**config.mk**
```make
export PLATFORM = sky130hd
export DESIGN_NAME = rfa_divider
export DESIGN_NICKNAME = d
export VERILOG_FILES = /design/src/rfa_pkg.sv /design/src/rfa_divider.sv
export SDC_FILE = /design/constraint.sdc
export NUM_CORES = 1
export LEC_CHECK = 0
export ABC_AREA = 1
export BUFFER_PORTS_ARGS = -buffer_cell sky130_fd_sc_hd__buf_2
export CORE_ASPECT_RATIO = 1.75
export CORE_UTILIZATION = 35
export DETAILED_ROUTE_END_ITERATION = 7
export PLACE_DENSITY_LB_ADDON = 0.05
export SLEW_MARGIN = 20
export SYNTH_ARGS = -nofsm -noshare
export SYNTH_HDL_FRONTEND = slang
export SYNTH_SLANG_ARGS = --single-unit
```
**constraint.sdc**
```tcl
create_clock -name i_clk -period 3 [get_ports i_clk]
set_input_delay 0.15 -clock i_clk [delete_from_list [all_inputs] [get_ports i_clk]]
set_output_delay 0.15 -clock i_clk [all_outputs]
set_load 0.005 [all_outputs]
```
**src/rfa_pkg.sv**
```systemverilog
// Package with the shared types, constants and helper function of the rational fraction ALU.
`default_nettype none
package rfa_pkg;

    localparam int OPERAND_WIDTH = 32;
    localparam int MW = OPERAND_WIDTH;
    localparam int SW = MW + 1;
    localparam int PW = 2 * SW;
    localparam int RES_W = 64;
    localparam int DEN_W = 63;
    localparam int SUM_W = RES_W + 2;
    localparam int CNT_W = $clog2(MW + 1);

    typedef enum logic [2:0] {
        OP_ADD   = 3'd0,
        OP_SUB   = 3'd1,
        OP_MUL   = 3'd2,
        OP_DIV   = 3'd3,
        OP_SIMP  = 3'd4,
        OP_RECIP = 3'd5,
        OP_CMP   = 3'd6,
        OP_IDLE  = 3'd7
    } t_op;

    typedef enum logic [1:0] {
        ST_OK       = 2'd0,
        ST_ZERO_DEN = 2'd1,
        ST_OVERFLOW = 2'd2
    } t_status;

    typedef enum logic [1:0] {
        CMP_LESS    = 2'd0,
        CMP_EQUAL   = 2'd1,
        CMP_GREATER = 2'd2
    } t_cmp;

    typedef enum logic [3:0] {
        S_IDLE,
        S_MUL1,
        S_MUL2,
        S_MUL3,
        S_GCD,
        S_GCD_WAIT,
        S_QN,
        S_QN_WAIT,
        S_QD,
        S_QD_WAIT,
        S_ALU,
        S_DONE
    } t_state;

    typedef struct packed {
        logic          start;
        logic [MW-1:0] dividend;
        logic [MW-1:0] divisor;
    } t_div_req;

    typedef struct packed {
        logic          done;
        logic [MW-1:0] quotient;
        logic [MW-1:0] remainder;
    } t_div_rsp;

    typedef struct packed {
        logic                 ok;
        logic signed [SW-1:0] num;
        logic signed [SW-1:0] den;
    } t_frac;

    function automatic t_frac normalise(input logic [31:0] n_in, input logic [31:0] d_in);
        t_frac f;
        f.num = SW'($signed(n_in[MW-1:0]));
        f.den = SW'($signed(d_in[MW-1:0]));
        f.ok  = (f.den != '0);
        if (f.num == '0) begin
            f.den = SW'(1);
        end else if (f.den < 0) begin
            f.num = -f.num;
            f.den = -f.den;
        end
        return f;
    endfunction

endpackage
`default_nettype wire

```
**src/rfa_divider.sv**
```systemverilog
// Restoring unsigned divider that produces one quotient bit per cycle.
`default_nettype none
module rfa_divider (
    input  wire logic              i_clk,
    input  wire logic              i_rst_n,
    input  wire rfa_pkg::t_div_req i_req,
    output rfa_pkg::t_div_rsp      o_rsp
);
    import rfa_pkg::*;

    logic [MW:0]    r_rem;
    logic [MW-1:0]  r_quo;
    logic [MW-1:0]  r_dsr;
    logic [CNT_W-1:0] r_cnt;
    logic           r_busy;
    logic           r_done;
    logic [MW:0]    shifted;
    logic [MW:0]    diff;

    assign shifted = {r_rem[MW-1:0], r_quo[MW-1]};
    assign diff    = shifted - {1'b0, r_dsr};

    always_ff @(posedge i_clk) begin
        if (!i_rst_n) begin
            r_busy <= 1'b0;
            r_done <= 1'b0;
            r_cnt  <= '0;
        end else begin
            r_done <= 1'b0;
            if (i_req.start) begin
                r_busy <= 1'b1;
                r_cnt  <= CNT_W'(MW);
            end else if (r_busy) begin
                r_cnt <= r_cnt - CNT_W'(1);
                if (r_cnt == CNT_W'(1)) begin
                    r_busy <= 1'b0;
                    r_done <= 1'b1;
                end
            end
        end
    end

    always_ff @(posedge i_clk) begin
        if (i_req.start) begin
            r_rem <= '0;
            r_quo <= i_req.dividend;
            r_dsr <= i_req.divisor;
        end else if (r_busy) begin
            if (!diff[MW]) begin
                r_rem <= diff;
                r_quo <= {r_quo[MW-2:0], 1'b1};
            end else begin
                r_rem <= shifted;
                r_quo <= {r_quo[MW-2:0], 1'b0};
            end
        end
    end

    assign o_rsp.done      = r_done;
    assign o_rsp.quotient  = r_quo;
    assign o_rsp.remainder = r_rem[MW-1:0];

endmodule
`default_nettype wire

```
# ---- After elaboration in Yosys (flattened, before gate mapping)
# Index checks and enable logic that the tools add are counted.
dict set report totals {
  elab_cells 25
  input_bits 67
  reg_bits 104
}
dict set report op_classes {
  bitwise 2
  eq_ne 1
  muxes 10
  addsub 2
  reduce_logical 3
}
# operator n
set op_table {}
lappend op_table {{32-bit 2-to-1 mux} 3}
lappend op_table {{33-bit by 32-bit subtractor with 33-bit output} 1}
lappend op_table {{6-bit 2-to-1 mux} 2}
lappend op_table {{6-bit by 1-bit equality test with 1-bit output, second input constant} 1}
lappend op_table {{6-bit by 1-bit subtractor with 6-bit output, second input constant} 1}
lappend op_table {{1-bit 2-to-1 mux} 5}
lappend op_table {{3-bit OR reduction} 1}
lappend op_table {{1-bit NOT} 2}
lappend op_table {{2-bit nonzero test} 1}
lappend op_table {{2-bit OR reduction} 1}

# ---- Longest topological paths before layout
# Gate-level depths: netlist of the first run.
dict set report depth {
  ltp_word 4
  mapped_depth 18
  ltp_nobuf 17
}

# ---- Least setup slack after synthesis of the first run
# Ideal clock, no wire load.
dict set report synth_timing {
  kind {register to register}
  startpoint {reg r_quo[31]}
  endpoint {reg r_quo[0], data pin}
  required_ns 2.732
  t_arrival_ns 2.028
  stages_incl_launch_ff 17
  period_less_slack_ns 2.296
  setup_slack_ns 0.704
  setup_time_ns 0.268
  cell_sequence {edfxtp_1 -> inv_1 -> ha_1 -> fa_1 -> inv_1 -> nand2_1 -> nand2_1 -> nand3_1 -> nand2_1 -> nand2_1 -> nand2_1 -> nand2_2 -> nand2_2 -> nand2_1 -> nand2_2 -> buf_6 -> o21ai_0}
}
dict set report synth_between {
  elab_chain_cells 4
}
# item line
set synth_lines {}
lappend synth_lines {{from (decl)} rfa_divider.sv:12} ;# logic [MW-1:0] r_quo;
lappend synth_lines {{from (signal assigned)} rfa_divider.sv:46} ;# r_quo <= i_req.dividend;
lappend synth_lines {{from (signal assigned)} rfa_divider.sv:51} ;# r_quo <= {r_quo[MW-2:0], 1'b1};
lappend synth_lines {{from (signal assigned)} rfa_divider.sv:54} ;# r_quo <= {r_quo[MW-2:0], 1'b0};
lappend synth_lines {{33-bit by 32-bit subtractor with 33-bit output} rfa_divider.sv:21} ;# assign diff = shifted - {1'b0, r_dsr};
lappend synth_lines {{1-bit 2-to-1 mux} rfa_divider.sv:49} ;# if (!diff[MW]) begin
lappend synth_lines {{32-bit 2-to-1 mux} rfa_divider.sv:48} ;# end else if (r_busy) begin
lappend synth_lines {{32-bit 2-to-1 mux} rfa_divider.sv:44} ;# if (i_req.start) begin
# Every way passes these cells. The select of a mux whose other input is x is not followed.
# A chain may end at the register's enable or synchronous reset.

# ---- Final worst setup path of the first run
dict set report layout_timing {
  startpoint {reg r_quo[31]}
  endpoint {reg r_rem[1]}
}
dict set report layout_between {
  elab_chain_cells 2
}
# item line
set layout_lines {}
lappend layout_lines {{33-bit by 32-bit subtractor with 33-bit output} rfa_divider.sv:21}
lappend layout_lines {{32-bit 2-to-1 mux} rfa_divider.sv:49}
lappend layout_lines {{to (signal assigned)} rfa_divider.sv:50} ;# r_rem <= diff;
lappend layout_lines {{to (signal assigned)} rfa_divider.sv:53} ;# r_rem <= shifted;
lappend layout_lines {{to (decl)} rfa_divider.sv:11} ;# logic [MW:0] r_rem;
# Every way passes these cells.

==> results of run 1 <==
## cell type report
| class | count | area (um^2) | area share |
|---|---|---|---|
| Timing Repair Buffer | 171 | 1060 | 0.125 |
| Clock inverter | 6 | 67.6 | 0.00798 |
| Multi-Input combinational cell | 706 | 3260 | 0.385 |
| Clock buffer | 10 | 229 | 0.0271 |
| Inverter | 220 | 826 | 0.0976 |
| Tap cell | 241 | 302 | 0.0356 |
| Sequential cell | 104 | 2720 | 0.322 |
## stage by stage
step,hold slack (ns),util
after CTS,0.00798,0.439
after global routing,0.0450,0.439
final,0.0305,0.439
after detailed placement,0.328,0.407
after floorplan,0.249,-
after global placement,0.326,0.407
## power by group through the flow
| stage | registers [mW] | clock network [mW] | logic (mW) |
|---|---|---|---|
| after floorplan | 1.69 | 0 | 0.258 |
| after global placement | 1.69 | 0 | 0.445 |
| after detailed placement | 1.69 | 0 | 0.445 |
| after CTS | 1.66 | 1.28 | 0.478 |
| after global routing | 1.67 | 1.31 | 0.534 |
| final | 1.66 | 1.22 | 0.466 |
## worst register-to-register path: stages, from the launching register on
cell,delay (ns)
edfxtp_1,0.36
inv_1,0.06
ha_1,0.22
fa_1,0.41
inv_1,0.09
nand2_1,0.05
nand2_1,0.10
nand3_1,0.08
nand2_1,0.12
nand2_1,0.06
nand2_1,0.11
nand2_2,0.09
nand2_2,0.08
nand2_1,0.06
nand2_2,0.32
buf_12,0.20
nand2_1,0.06
nand3_1,0.07
nand2_1,0.06
## cells by family (layout without fill, tap and decap cells)
| logic type | after synthesis | in the layout | share of synthesized area |
|---|---|---|---|
| buf+inv | 239 | 407 | 0.136 |
| flops | 104 | 104 | 0.394 |
| compound gates | 28 | 28 | 0.0214 |
| xor+xnor | 15 | 15 | 0.0190 |
| simple gates | 628 | 628 | 0.365 |
| fa+ha+maj | 35 | 35 | 0.0645 |
## flip-flops by register name, indices dropped and copies added (netlist names)
register  flops
r_dsr        32
r_quo        32
r_done        1
r_busy        1
r_rem        32
r_cnt         6
## path summary, 6_finish.rpt
| kind | slack, ns | to | start |
|---|---|---|---|
| max | 0.32 | r_rem[1]$_SDFFE_PP0P_ | r_quo[31]$_DFFE_PP_ |
| min | 0.03 | r_busy$_SDFF_PN0_ | i_rst_n |
| max reg2reg | 0.32 | r_rem[1]$_SDFFE_PP0P_ | r_quo[31]$_DFFE_PP_ |
| min reg2reg | 0.48 | r_cnt[0]$_SDFFE_PP0P_ | r_cnt[0]$_SDFFE_PP0P_ |
## cell usage after synthesis (all sizes together), types with 3 or more instances
| library cell | instances |
|---|---|
| nand2 | 487 |
| inv | 218 |
| edfxtp | 64 |
| nand3 | 58 |
| nor2 | 54 |
| dfxtp | 40 |
| ha | 34 |
| a21oi | 18 |
| xnor2 | 13 |
| nor3 | 12 |
| clkbuf | 10 |
| buf | 9 |
| o21ai | 7 |
| and2 | 5 |
| nand4 | 5 |
| and3 | 3 |
## layer usage
layer,global-route usage,vias to the layer above,part of all wire
li1,-,3477,-
met1,0.201,2702,0.40
met2,0.367,115,0.54
met3,0.0355,21,0.038
met4,0.0838,0,0.028
met5,0,-,0
## timing repair
action / 4_1_cts / 5_1_grt
hold endpoints to repair: 32 / 0
setup endpoints to repair: 0 / 0
hold buffers: 32 / 0
==> metrics.cfg, run 1 <==
[place]
io_buffers = 131
place_ws_ns = 0.300
place_area_um2 = 7850
dp_hpwl_um = 14600
gp_congestion = 0.888
dpl.cell_count = 1410

[pwr]
power_frac_comb = 0.139
seqPwrFrac = 0.496
p_leak_nw = 4.77
internal_power_mw = 2.47
finalPower_mw = 3.35
ir_worst_vdd_v = 0.000358
powerDensity_nw_per_um2 = 396
p_clk_frac = 0.365
netSwitchingPower_uw = 884
swShare = 0.264

[sta]
slew_viol_final = 0
hold_violations = 0
fmax_mhz = 374
setup_viol = 0
fin_ws_ns = 0.324
relSlewSlack = 0.447
layout_min_cycle_time_ns = 2.68
tightestPinTransition_ns = 0.827
min_period_over_period = 0.892
finalSetupTns_ns = 0
rsz0062_at_grt = no
fin_skew_ns = 0.00582

[setup_path]
cp.depth = 18
path_class = reg2reg
cp_cell_sequence = inv_1 -> ha_1 -> fa_1 -> inv_1 -> nand2_1 -> nand2_1 -> nand3_1 -> nand2_1 -> nand2_1 -> nand2_1 -> nand2_2 -> nand2_2 -> nand2_1 -> nand2_2 -> buf_12 -> nand2_1 -> nand3_1 -> nand2_1
reg2reg_depth = 18
slowest_delay_ns = 0.41
path_common_cell = nand2_1
cpLargestDelayFamily = simple AND/OR/NAND/NOR gates
crit_slowest_cell = fa_1
arrival_ns = 2.94
required_ns = 3.26
critPathBufInv = 3
crit_path_end_kind = register
worst-path-max-fanout = 14
start_kind = register

[floorplan]
rows = 67
core_um2 = 19300
die_y_um = 188
start_util = 0.358
fp.dieW_um = 108
boundaryPins = 132
dieArea_um2 = 20300

[logic_synthesis]
post-synth-top-area-fraction = 0.278
yosys_warnings = 0
syn_area_per_cell_um2 = 6.58
ys.flop_type = edfxtp_1
yosys.area.top_type = edfxtp_1
synth-async-reset-ratio = 0
ys_types = 33
synthesis.area_um2 = 6910
synth-edff-count = 64
yosys-top-cells-area = edfxtp_1 (28%), nand2_1 (26%), inv_1 (12%)
synth-seq-area-share = 0.394
synth_cells = 1049
ys_seq_elements = 104
syn_nets = 1151

[detailed_routing]
wl_per_cell_um = 12.8
vias_per_cell = 4.33
dr.pass1.iters = 5
ant_nets = 0
drt_iter0_markers = 301
wl_um = 18700
vias = 6315
drc_errors = 0

[cts]
clockRootBuffer = clkbuf_16
cts.clk_slew.worst_paths_ns = 0.07
clockBufferDepth = 2
cts_inserted_buffers = 9
htreeDepth = 3
cts_tree = yes
cts_setup_buffers = 0
cts_resized = 0
cts.sinks = 104
clkLatencyLatePin_ns = 0.37

[layout]
nFillCells = 2155
final_cell_mix = nand2_1 (481), inv_1 (217), buf_2 (131), edfxtp_1 (64), nand3_1 (57)
final_cell_area_um2 = 8460
layout_commonest_cell = nand2_1
fin_nets = 1314
area_delta_synth_final_pct = 22.5
num_antenna_cells = 0
drive_gt1_frac = 0.136
stdcell_count = 1458

[run_status]
outcome = finished, final reports clean

[run]
cap_violations = 0

[min_path]
holdPathStages = 3
hold_class = in2reg

[global_route]
overflow = 0
antenna_found_initial = 0
grt_pass1_vias = 6240
grt_max_degree = 36
grt_usage = 0.194
grt_first_pass_wirelength_um = 30200

No activity file was read; power rests on OpenSTA's default activity.
==> run 2, diff against run 1 <==
- REMOVE_ABC_BUFFERS: not set -> 1
==> run 2 against run 1 <==
Final cell count up 0.55%. Clock power increased by 12%. Maximum frequency grew 0.13%. Critical endpoint is now r_rem[0]$_SDFFE_PP0P_. Flip-flop and latch count is the same. Non-clock buffer count up 8. Clock skew up 0.0056 ns. Setup slack gained 0.0034 ns. Sequential share of layout area fell by 0.30 points. Largest cell class unchanged. Hold slack better by 0.0061 ns.
==> metrics.cfg, run 2 (synthesis gave the netlist of run 1 again) <==
[floorplan]
core_um2 = 19300  ; unchanged
fp.dieW_um = 108  ; unchanged
start_util = 0.358  ; unchanged
boundaryPins = 132  ; unchanged
die_y_um = 188  ; unchanged
dieArea_um2 = 20300  ; unchanged
rows = 67  ; unchanged

[place]
dpl.cell_count = 1418  ; +0.57%
dp_hpwl_um = 16200  ; +11%
io_buffers = 131  ; unchanged
gp_congestion = 0.925  ; +4.2%
place_ws_ns = 0.227  ; -0.0723 ns
place_area_um2 = 7880  ; +0.45%

[layout]
nFillCells = 2142  ; -0.60%
final_cell_area_um2 = 8540  ; +0.95%
final_util = 0.443  ; +0.00415
reg_top3 = r_dsr: 32 flops, r_quo: 32 flops, r_rem: 32 flops
area_delta_synth_final_pct = 23.7
drive_gt1_frac = 0.142  ; +0.00646
fin_nets = 1322  ; +0.61%
stdcell_count = 1466  ; +0.55%
layout_commonest_cell = nand2_1
num_antenna_cells = 0  ; unchanged
final_cell_mix = nand2_1 (481), inv_1 (217), buf_2 (131), edfxtp_1 (64), nand3_1 (57)

[pwr]
powerDensity_nw_per_um2 = 412  ; +4.1%
ir_worst_vdd_v = 0.000333  ; -6.9%
netSwitchingPower_uw = 892  ; +0.93%
power_frac_comb = 0.138  ; about the same
swShare = 0.253  ; -0.0105
internal_power_mw = 2.63  ; +6.6%
seqPwrFrac = 0.472  ; -0.024
p_leak_nw = 4.82  ; +0.97%
finalPower_mw = 3.52  ; +5.1%
p_clk_frac = 0.390  ; +0.025

[global_route]
grt_max_degree = 50  ; +39%
grt_usage = 0.215  ; +0.0213
grt_pass1_vias = 6548  ; +4.9%
antenna_found_initial = 0  ; unchanged
grt_first_pass_wirelength_um = 32600  ; +8.0%
overflow = 0  ; unchanged

[detailed_routing]
vias_per_cell = 4.50  ; +3.9%
drt_iter0_markers = 304  ; +1.0%
dr.pass1.iters = 4  ; -1
drc_errors = 0  ; unchanged
vias = 6598  ; +4.5%
ant_nets = 0  ; unchanged
wl_per_cell_um = 14.2  ; +11%
wl_um = 20800  ; +11%

[setup_path]
start_kind = register
worst-path-max-fanout = 14  ; unchanged
cp_cell_sequence = inv_1 -> ha_1 -> fa_1 -> inv_1 -> nand2_1 -> nand2_1 -> nand3_1 -> nand2_1 -> nand2_1 -> nand2_1 -> nand2_2 -> nand2_2 -> nand2_1 -> nand2_4 -> buf_4 -> nand2_1 -> nand3_1 -> nand2_1
path_common_cell = nand2_1
path_class = reg2reg
crit_slowest_cell = fa_1
cpLargestDelayFamily = simple AND/OR/NAND/NOR gates
timing.rr.start = r_quo[31]$_DFFE_PP_
rrSetupSlack_ns = 0.33  ; about the same
arrival_ns = 2.93  ; about the same
slowest_delay_ns = 0.41  ; about the same
r2r_end = r_rem[0]$_SDFFE_PP0P_
required_ns = 3.25  ; about the same
reg2reg_depth = 18  ; unchanged
critPathBufInv = 3  ; unchanged
crit_path_end_kind = register

[sta]
finalSetupTns_ns = 0  ; unchanged
slew_viol_final = 0  ; unchanged
relSlewSlack = 0.498  ; +0.0511
fin_ws_ns = 0.327  ; +0.00339 ns
fin_skew_ns = 0.0114  ; +0.00558 ns
tightestPinTransition_ns = 0.751  ; -0.0765 ns
min_period_over_period = 0.891  ; -0.00113
setup_viol = 0  ; unchanged
hold-worst-slack_ns = 0.0367  ; +0.00612 ns
rsz0062_at_grt = no
hold_violations = 0  ; unchanged
layout_min_cycle_time_ns = 2.67  ; -0.00339 ns
fmax_mhz = 374  ; +0.13%

[cts]
cts_tree = yes
cts.sinks = 104  ; unchanged
cts_inserted_buffers = 9  ; unchanged
clockBufferDepth = 2  ; unchanged
clockRootBuffer = clkbuf_16
cts_setup_buffers = 0  ; unchanged
htreeDepth = 3  ; unchanged
cts.clk_slew.worst_paths_ns = 0.07  ; about the same
clkLatencyLatePin_ns = 0.37  ; about the same

[min_path]
hold_end = r_busy$_SDFF_PN0_
holdPathStages = 3  ; unchanged
hold_class = in2reg
hold_path.startpoint = i_rst_n

[run_status]
outcome = finished, final reports clean

[run]
cap_violations = 0  ; unchanged

==> run 2: changes by cell type in the layout (fill, tap and decap cells not counted) <==
cell	previous run	this run
buf_4	6	16
clkinv_1	3	2
nand2_2	5	4
clkinvlp_4	0	1
clkinv_4	1	0
inv_8	1	0
clkinv_2	1	2
nand2_4	1	2
buf_12	2	0
bufinv_16	1	3
inv_6	1	0
==> run 2: area by class of cell <==
class | count | area (um^2) | share of cell area
flip-flops and latches | 104 | 2720 | 0.319
inverters | 220 | 826 | 0.0967
repair buffers | 179 | 1100 | 0.128
clock buffers | 10 | 229 | 0.0268
well taps | 241 | 302 | 0.0353
clock inverters | 6 | 108 | 0.0126
multi-input cells | 706 | 3260 | 0.382
==> run 2: timing repair <==
item / 4_1_cts / 5_1_grt
hold buffers: 32 / 0
resized for setup: 0 / 1
hold endpoints to repair: 32 / 0
setup endpoints to repair: 0 / 12
==> run 2: power by group through the flow <==
stage	Combinational [mW]	Sequential, mW	Clock (mW)
global route	0.551	1.67	1.45
CTS	0.497	1.66	1.42
floorplan	0.248	1.69	0
finish	0.488	1.66	1.37
detailed placement	0.465	1.69	0
global placement	0.462	1.69	0
==> run 2: worst max path at each step <==
stage | start | slack [ns] | cells past startpoint | endpoint
2_1_floorplan | r_busy$_SDFF_PN0_ | 0.36 | 2 | r_quo[0]$_DFFE_PP_
4_1_cts | r_quo[31]$_DFFE_PP_ | 0.19 | 18 | r_rem[0]$_SDFFE_PP0P_
6_report | r_quo[31]$_DFFE_PP_ | 0.33 | 18 | r_rem[0]$_SDFFE_PP0P_
3_5_place_dp | r_quo[31]$_DFFE_PP_ | 0.23 | 18 | r_rem[0]$_SDFFE_PP0P_
5_1_grt | r_quo[31]$_DFFE_PP_ | 0.02 | 18 | r_rem[1]$_SDFFE_PP0P_
3_3_place_gp | r_quo[31]$_DFFE_PP_ | 0.27 | 18 | r_rem[0]$_SDFFE_PP0P_
==> run 2: layer usage <==
layer / GRT usage / routed length, um / vias up
li1: - / - / 3489
met1: 0.197 / 7270 / 2898
met2: 0.417 / 11500 / 164
met3: 0.0410 / 929 / 47
met4: 0.134 / 1110 / 0
met5: 0 / 0 / -
==> run 2: worst min-delay path: stages <==
cell and delay (ns):
buf_2 0.11, nand2_1 0.06, a21oi_1 0.04
==> run 3, diff against run 2 <==
- HOLD_SLACK_MARGIN: not set -> 0.15
- PLACE_DENSITY: not set -> 0.61
- PLACE_DENSITY_LB_ADDON: 0.05 -> not set
- SKIP_CTS_REPAIR_TIMING: not set -> 1
==> run 3 against run 2 <==
Clock-buffer cell count unchanged. Final cell count up 1.8%. Total power shrank 3.9%. Largest power group unchanged. Critical path depth is the same. Maximum frequency fell by 1.3%. Die area unchanged. Utilization increased by 1.2 points. Final area up 2.7%. Via count rose by 1.7%.
==> metrics.cfg, run 3 (synthesis gave the netlist of run 1 again) <==
[detailed_routing]
wl_um = 20300  ; -2.4%
vias = 6713  ; +1.7%
ant_nets = 0  ; unchanged
drt_iter0_markers = 266  ; -13%
vias_per_cell = 4.50  ; about the same
wl_per_cell_um = 13.6  ; -4.1%
drc_errors = 0  ; unchanged
dr.pass1.iters = 5  ; +1

[global_route]
antenna_found_initial = 0  ; unchanged
met3_usage = 0.0361  ; -0.00487
use_met2 = 0.392  ; -0.0250
grt_pass1_vias = 6369  ; -2.7%
grt_first_pass_wirelength_um = 31400  ; -3.7%
grt_max_degree = 50  ; unchanged
use_met1 = 0.195  ; -0.00188
grt_usage = 0.206  ; -0.00930
grt-busiest-layer = met2
overflow = 0  ; unchanged

[sta]
slew_viol_final = 0  ; unchanged
rsz0062_at_grt = no
min_period_over_period = 0.903  ; +0.0120
finalSetupTns_ns = 0  ; unchanged
tightestPinTransition_ns = 0.806  ; +0.0556 ns
hold_violations = 0  ; unchanged
layout_min_cycle_time_ns = 2.71  ; +0.0360 ns
setup_viol = 0  ; unchanged
hold-worst-slack_ns = 0.333  ; +0.296 ns
fin_skew_ns = 0.00781  ; -0.00360 ns
relSlewSlack = 0.462  ; -0.0365
fmax_mhz = 369  ; -1.3%

[setup_path]
arrival_ns = 2.97  ; +0.04 ns
slowest_delay_ns = 0.41  ; about the same
required_ns = 3.26  ; about the same
cpLargestDelayFamily = simple AND/OR/NAND/NOR gates
start_kind = register
cp_cell_sequence = inv_1 -> ha_1 -> fa_1 -> inv_1 -> nand2_1 -> nand2_1 -> nand3_1 -> nand2_1 -> nand2_1 -> nand2_1 -> nand2_2 -> nand2_2 -> nand2_1 -> nand2_4 -> buf_4 -> nand2_1 -> nand3_1 -> nand2_1
worst-path-max-fanout = 14  ; unchanged
path_common_cell = nand2_1
critPathBufInv = 3  ; unchanged
crit_path_end_kind = register
path_class = reg2reg
crit_slowest_cell = fa_1

[layout]
num_antenna_cells = 0  ; unchanged
final_cell_mix = nand2_1 (481), inv_1 (217), buf_2 (131), dlygate4sd3_1 (65), edfxtp_1 (64)
layout_commonest_cell = nand2_1
final_cell_area_um2 = 8780  ; +2.7%
drive_gt1_frac = 0.133  ; -0.00935
nFillCells = 2012  ; -6.1%
fin_nets = 1348  ; +2.0%
area_delta_synth_final_pct = 27.1
reg_top3 = r_dsr: 32 flops, r_quo: 32 flops, r_rem: 32 flops
stdcell_count = 1492  ; +1.8%

[cts]
cts_inserted_buffers = 9  ; unchanged
cts.clk_slew.worst_paths_ns = 0.07  ; about the same
cts.sinks = 104  ; unchanged
cts_tree = yes
clkLatencyLatePin_ns = 0.36  ; about the same
clockBufferDepth = 2  ; unchanged
htreeDepth = 3  ; unchanged
clockRootBuffer = clkbuf_16

[place]
place_area_um2 = 7820  ; -0.73%
dp_hpwl_um = 15800  ; -2.8%
dpl.cell_count = 1411  ; -0.49%
io_buffers = 131  ; unchanged
gp_congestion = 0.932  ; +0.79%

[floorplan]
rows = 67  ; unchanged
die_y_um = 188  ; unchanged
fp.dieW_um = 108  ; unchanged
dieArea_um2 = 20300  ; unchanged
core_um2 = 19300  ; unchanged
boundaryPins = 132  ; unchanged
start_util = 0.358  ; unchanged

[pwr]
seqPwrFrac = 0.491  ; +0.019
p_clk_frac = 0.356  ; -0.034
swShare = 0.264  ; +0.0108
ir_worst_vdd_v = 0.000362  ; +8.6%
power_frac_comb = 0.153  ; +0.015
p_leak_nw = 4.90  ; +1.6%
internal_power_mw = 2.49  ; -5.3%
netSwitchingPower_uw = 894  ; +0.22%
powerDensity_nw_per_um2 = 386  ; -6.4%

[min_path]
hold_class = in2reg

[run_status]
outcome = finished, final reports clean

[run]
cap_violations = 0  ; unchanged

[run 3: metrics by stage]
| step | worst slack [ns] | power (mW) | util |
|---|---|---|---|
| 2_1_floorplan | 0.361 | 1.94 | - |
| 3_3_place_gp | 0.341 | 2.15 | 0.406 |
| 3_5_place_dp | 0.228 | 2.15 | 0.406 |
| 4_1_cts | 0.205 | 3.36 | 0.421 |
| 5_1_grt | 0.0431 | 3.55 | 0.455 |
| 6_report | 0.291 | 3.39 | 0.455 |
[run 3: power by group through the flow]
stage | logic [mW] | clock network, mW | registers (mW)
final | 0.518 | 1.21 | 1.66
after global routing | 0.584 | 1.29 | 1.67
after global placement | 0.453 | 0 | 1.69
after floorplan | 0.248 | 0 | 1.69
after detailed placement | 0.456 | 0 | 1.69
after CTS | 0.457 | 1.24 | 1.66
[run 3: worst paths after layout]
path         depth (start not counted)                   start                endpoint  slack, ns
max reg2reg                         18     r_quo[31]$_DFFE_PP_  r_rem[21]$_SDFFE_PP0P_       0.29
min reg2reg                          2  r_rem[18]$_SDFFE_PP0P_  r_rem[18]$_SDFFE_PP0P_       0.49
min                                  1               i_req[64]      r_dsr[2]$_DFFE_PP_       0.33
max                                 18     r_quo[31]$_DFFE_PP_  r_rem[21]$_SDFFE_PP0P_       0.29
[run 3: area by class of cell]
type	instances	area (um^2)	area share
Tap cell	241	302	0.0344
Clock inverter	6	67.6	0.00770
Multi-Input combinational cell	706	3260	0.371
Timing Repair Buffer	205	1370	0.157
Clock buffer	10	229	0.0261
Inverter	220	826	0.0941
Sequential cell	104	2720	0.310
[run 3: routing by layer]
layer | up-vias | wire length, um
met1 | 2916 | 7100
met3 | 50 | 944
met2 | 203 | 11100
met5 | - | 0
li1 | 3544 | -
met4 | 0 | 1110
